**src/rtl/core/frks_pkg.sv**
```systemverilog
// ----------------------------------------------------------------------------
// frks_pkg: shared types and constants for the filtered random k sampler
// Register map indexes, sequencer state types and generator constants.
// ----------------------------------------------------------------------------
package frks_pkg;

  localparam int DEF_BUFFER_DEPTH = 1024;
  localparam int DEF_MAX_SAMPLE   = 64;

  localparam logic [63:0] PCG_MULT = 64'd6364136223846793005;

  localparam logic [2:0] REG_YEAR_LIMIT    = 3'd0;
  localparam logic [2:0] REG_SAMPLE_COUNT  = 3'd1;
  localparam logic [2:0] REG_NODE_LIMIT    = 3'd2;
  localparam logic [2:0] REG_RNG_SEED      = 3'd3;
  localparam logic [2:0] REG_RNG_INCREMENT = 3'd4;

  localparam logic [15:0] YEAR_LIMIT_RST = 16'hFFFF;
  localparam logic [6:0]  SAMPLE_CNT_RST = 7'd8;
  localparam logic [30:0] NODE_LIMIT_RST = 31'h7FFF_FFFF;
  localparam logic [62:0] RNG_INC_RST    = 63'd1442695040888963407;

  typedef enum logic [3:0] {
    ST_LOAD,
    ST_DECIDE,
    ST_PLAIN_RD,
    ST_PLAIN_OUT,
    ST_DRAW,
    ST_WAIT,
    ST_RDI,
    ST_RDJ,
    ST_SWAP,
    ST_OUT
  } smp_state_t;

  typedef enum logic [1:0] {
    DR_IDLE,
    DR_MUL,
    DR_ADD,
    DR_DIV
  } draw_phase_t;

endpackage

```
**src/rtl/core/frks_draw.sv**
```systemverilog
// ----------------------------------------------------------------------------
// frks_draw: PCG-XSH-RR 64/32 draw reduced modulo a span
// One shared 32x32 multiplier steps the LCG, a bit-serial unit takes the mod.
// ----------------------------------------------------------------------------
module frks_draw #(
  parameter int BUFFER_DEPTH = frks_pkg::DEF_BUFFER_DEPTH
) (
  input  logic                                clk,
  input  logic                                rst,
  input  logic                                seed_load,
  input  logic [62:0]                         seed,
  input  logic [62:0]                         incr,
  input  logic                                start,
  input  logic [$clog2(BUFFER_DEPTH+1)-1:0]   span,
  output logic                                done,
  output logic [$clog2(BUFFER_DEPTH+1)-1:0]   rem_out
);
  import frks_pkg::*;

  localparam int CW = $clog2(BUFFER_DEPTH + 1);

  draw_phase_t phase, phase_next;
  logic [63:0]   gen_state;
  logic [63:0]   acc;
  logic [63:0]   prod;
  logic [31:0]   xr;
  logic [CW-1:0] rem;
  logic [CW-1:0] span_r;
  logic [4:0]    cnt;
  logic [31:0]   mul_a, mul_b;
  logic [31:0]   pcg_x;
  logic [63:0]   pcg_rot;
  logic [CW:0]   trial;
  logic [CW-1:0] rem_step;

  // XSH-RR output of the current state
  always_comb begin
    pcg_x   = 32'(((gen_state >> 18) ^ gen_state) >> 27);
    pcg_rot = {pcg_x, pcg_x} >> gen_state[63:59];
  end

  always_comb begin
    unique case (cnt[1:0])
      2'd0:    begin mul_a = gen_state[31:0];  mul_b = PCG_MULT[31:0];  end
      2'd1:    begin mul_a = gen_state[31:0];  mul_b = PCG_MULT[63:32]; end
      2'd2:    begin mul_a = gen_state[63:32]; mul_b = PCG_MULT[31:0];  end
      default: begin mul_a = gen_state[31:0];  mul_b = PCG_MULT[31:0];  end
    endcase
  end

  // restoring remainder step, one dividend bit per cycle
  always_comb begin
    trial    = {rem, xr[31]};
    rem_step = (trial >= {1'b0, span_r}) ? CW'(trial - {1'b0, span_r}) : CW'(trial);
  end

  always_comb begin
    phase_next = phase;
    unique case (phase)
      DR_IDLE: if (start) phase_next = DR_MUL;
      DR_MUL:  if (cnt == 5'd3) phase_next = DR_ADD;
      DR_ADD:  phase_next = DR_DIV;
      DR_DIV:  if (cnt == 5'd31) phase_next = DR_IDLE;
      default: phase_next = DR_IDLE;
    endcase
  end

  always_comb begin
    done    = (phase == DR_DIV) && (cnt == 5'd31);
    rem_out = rem_step;
  end

  always_ff @(posedge clk) begin
    if (rst) begin
      phase     <= DR_IDLE;
      gen_state <= '0;
      cnt       <= '0;
    end else begin
      phase <= phase_next;
      if (seed_load) begin
        gen_state <= {1'b0, seed};
      end
      unique case (phase)
        DR_IDLE: begin
          if (start) begin
            xr     <= pcg_rot[31:0];
            rem    <= '0;
            span_r <= span;
            cnt    <= '0;
          end
        end
        DR_MUL: begin
          prod <= 64'(mul_a) * 64'(mul_b);
          cnt  <= cnt + 5'd1;
          if (cnt == 5'd1) begin
            acc <= prod;
          end else if (cnt != 5'd0) begin
            acc[63:32] <= acc[63:32] + prod[31:0];
          end
        end
        DR_ADD: begin
          gen_state <= acc + {1'b0, incr[62:1], 1'b1};
          cnt       <= '0;
        end
        DR_DIV: begin
          rem <= rem_step;
          xr  <= {xr[30:0], 1'b0};
          cnt <= cnt + 5'd1;
        end
        default: ;
      endcase
    end
  end

endmodule
```
**config.mk**
```make
export PLATFORM = sky130hd
export DESIGN_NAME = frks_draw
export DESIGN_NICKNAME = d
export VERILOG_FILES = /design/src/rtl/core/frks_pkg.sv /design/src/rtl/core/frks_draw.sv
export SDC_FILE = /design/constraint.sdc
export NUM_CORES = 2
export LEC_CHECK = 0
export ABC_AREA = 1
export BUFFER_PORTS_ARGS = -buffer_cell sky130_fd_sc_hd__buf_2
export CAP_MARGIN = 20
export CORE_AREA = 2 2 284 286
export CTS_BUF_LIST = sky130_fd_sc_hd__clkbuf_2 sky130_fd_sc_hd__clkbuf_4 sky130_fd_sc_hd__clkbuf_8
export DETAILED_ROUTE_END_ITERATION = 8
export DIE_AREA = 0 0 286 288
export PLACE_DENSITY = 0.72
export SYNTH_ARGS = -nofsm -noshare
export SYNTH_HDL_FRONTEND = slang
export SYNTH_SLANG_ARGS = --single-unit
```
**constraint.sdc**
```tcl
create_clock -name clk -period 15.4 [get_ports clk]
set_input_delay 0.77 -clock clk [delete_from_list [all_inputs] [get_ports clk]]
set_output_delay 0.77 -clock clk [all_outputs]
set_load 0.02 [all_outputs]
```
==> results.sh <==
export IMPL_synth_cells=5711
export IMPL_yosysTopAreaCell="fa_1"
export IMPL_min_period_over_period=0.613
export IMPL_clkTransAtPathRegs_ns=0.06
export IMPL_status="finished clean"
export IMPL_syn_area_um2=43400
export IMPL_drive_above_1_share=0.0646
export IMPL_cts_htree_levels=2
export IMPL_ctsHoldBuffers=0
export IMPL_tns_ns=0
export IMPL_fillers=7539
export IMPL_postRouteWirelength_um=145000
export IMPL_critPathKind="flop to flop"
export IMPL_dp_cells=6902
export IMPL_final_cells=6986
export IMPL_max_slew_margin=0.207
export IMPL_worstPathArrival_ns=9.80
export IMPL_ys_ff_latch=253
export IMPL_cts_sinks=253
export IMPL_drc_errors=0
export IMPL_rsz0062_at_grt="false"
export IMPL_synthFlopType="edfxtp_1"
export IMPL_antenna_left=0
export IMPL_grt_pass1_vias=36653
export IMPL_routabilityCongestion=1.02
export IMPL_min_period_ns=9.44
export IMPL_setup_violations=0
export IMPL_grt_total_usage=0.352
export IMPL_fin_skew_ns=0.0618
export IMPL_portBuffers=151
export IMPL_max_stage_delay_ns=0.71
export IMPL_core_um2=79600
export IMPL_worst_pin_slew_ns=1.18
export IMPL_grt_overflow=0
export IMPL_cts_root_buf="clkbuf_8"
export IMPL_ys_types=55
export IMPL_hold_class="input port to flop"
export IMPL_maxSlewViolCount=0
export IMPL_vias_per_cell=5.40
export IMPL_cts_resized=0
export IMPL_cap_violations=0
export IMPL_syn2layout_area_growth_pct=7.25
export IMPL_synth_seq_area_share=0.159
export IMPL_vias=37705
export IMPL_final_cell_area_um2=46600
export IMPL_antenna_found_initial=4
export IMPL_grt_max_degree=78
export IMPL_final_hold_violation_count=0
export IMPL_dieArea_um2=82400
export IMPL_synth_edf_count=182
export IMPL_firstDrtPassIters=6
export IMPL_drt_initial_drc_count=3372
export IMPL_cts_setup_buffers=0
export IMPL_fp_dieH_um=288
export IMPL_crit_path_end_kind="flop"
export IMPL_cts_buffers=45
export IMPL_nNetsFinal=7102
export IMPL_dpl_cell_area_um2=45600
export IMPL_cts_tree="done"
export IMPL_seqCellArea_um2=6890
export IMPL_ios=153
export IMPL_synth_top_cell_area_share=0.248
export IMPL_start_util=0.545
export IMPL_multi_input_area_um2=31300
export IMPL_worstPathMaxFanout=58
export IMPL_wl_per_cell_um=20.7
export IMPL_synth_area_top_cells="fa_1 25%, ha_1 15%, edfxtp_1 13%"
export IMPL_cp_slowest_cell="o21a_1"
export IMPL_die_w_um=286
export IMPL_clkLatencyLatePin_ns=0.63
export IMPL_rows=104
export IMPL_synth_warnings=0
export IMPL_crit_path_start_kind="flop"
export IMPL_cp_common_cell="fa_1"
export IMPL_dp_hpwl_um=125000
export IMPL_max_freq_mhz=106
export IMPL_max_clock_path_buffers=3
export IMPL_grt_pass1_wl_um=216000
export IMPL_synthArstFlopShare=0
export IMPL_required_ns=15.76
export IMPL_synth_avg_cell_area_um2=7.60
stage by stage:
step	util	setup WS, ns	hold WS, ns
after floorplan	-	7.25	0.431
after global placement	0.573	6.18	0.448
after CTS	0.585	6.06	0.255
after global routing	0.585	5.70	0.286
after detailed placement	0.573	6.13	0.461
final	0.585	5.96	0.310
layout make-up:
class | instances | share of cell area
Clock inverter | 15 | 0.00296
Antenna cell | 1 | 0.0000537
Clock buffer | 68 | 0.0177
Timing Repair Buffer | 200 | 0.0241
Inverter | 1332 | 0.107
Tap cell | 1060 | 0.0285
Multi-Input combinational cell | 4057 | 0.671
Sequential cell | 253 | 0.148
flip-flops by register name, summed over array words and instances, names as in the netlist:
name and count:
cnt 5, prod 64, acc 64, gen_state 64, span_r 11, rem 11, xr 32, phase 2
worst paths after layout:
path	start	endpoint	slack, ns	cells after the start
max	cnt[0]	prod[63]	5.96	28
min	span[7]	span_r[7]	0.31	1
max reg2reg	cnt[0]	prod[63]	5.96	28
min reg2reg	gen_state[9]	gen_state[9]	0.47	2
cell families (layout without fill, tap and decap cells):
group | Yosys count | in the layout | share of synthesized area
and+or+nand+nor | 2212 | 2212 | 0.208
buffers and inverters | 1430 | 1615 | 0.125
adders and majority gates | 1072 | 1072 | 0.402
AOI/OAI and AO/OA | 625 | 625 | 0.0824
DFF | 253 | 253 | 0.159
xor gates and xnor gates | 112 | 112 | 0.0226
muxes | 5 | 5 | 0.00115
other | 2 | 32 | 0.000173
per-layer routing:
metal | up-vias | global-route usage | routed length (µm)
li1 | 18028 | - | -
met5 | - | 0 | 0
met1 | 17831 | 0.477 | 60800
met4 | 0 | 0.132 | 6310
met3 | 290 | 0.0475 | 11000
met2 | 1556 | 0.575 | 66500
synthesized netlist by cell type (8+ instances only):
master / count
nand2_1: 1390
inv_1: 1309
fa_1: 537
ha_1: 535
nor2_1: 398
nand3_1: 268
a21oi_1: 235
edfxtp_1: 182
o21ai_0: 175
xor2_1: 86
dfxtp_1: 71
clkbuf_1: 64
o211ai_1: 54
o21ai_1: 46
nor3_1: 35
xnor2_1: 26
nand4_1: 25
o21bai_1: 21
inv_2: 20
nor2_2: 19
a21o_1: 18
a31oi_1: 18
buf_2: 17
or2_2: 17
o21a_1: 16
o21ai_2: 15
or2_1: 14
buf_1: 12
nand3b_1: 10
nor4_1: 8
critical path, delay by kind of cell (launching register included):
| kind | cells | cell delay [ns] |
|---|---|---|
| AND/OR/NAND/NOR | 8 | 1.57 |
| AO/OA/AOI/OAI | 2 | 1.13 |
| flip-flops | 1 | 0.34 |
| buffers and inverters | 8 | 1.50 |
| adder cells (fa/ha/maj) | 10 | 4.58 |
cells in the final DEF (no fill, tap or decap), types with 17 or more instances in the layout:
cell / instances
nand2_1: 1390
inv_1: 1308
fa_1: 537
ha_1: 532
nor2_1: 395
nand3_1: 268
a21oi_1: 235
edfxtp_1: 182
o21ai_0: 167
buf_2: 151
xor2_1: 86
dfxtp_1: 71
o211ai_1: 54
o21ai_1: 53
clkbuf_8: 50
buf_4: 49
nor3_1: 33
conb_1: 31
xnor2_1: 26
nand4_1: 25
o21bai_1: 21
inv_2: 20
nor2_2: 20
a21o_1: 18
a31oi_1: 18
clkbuf_4: 18
or2_2: 17
Power is not shown: default switching activity piles up to over one toggle a cycle in this logic, so the estimate is an artifact.
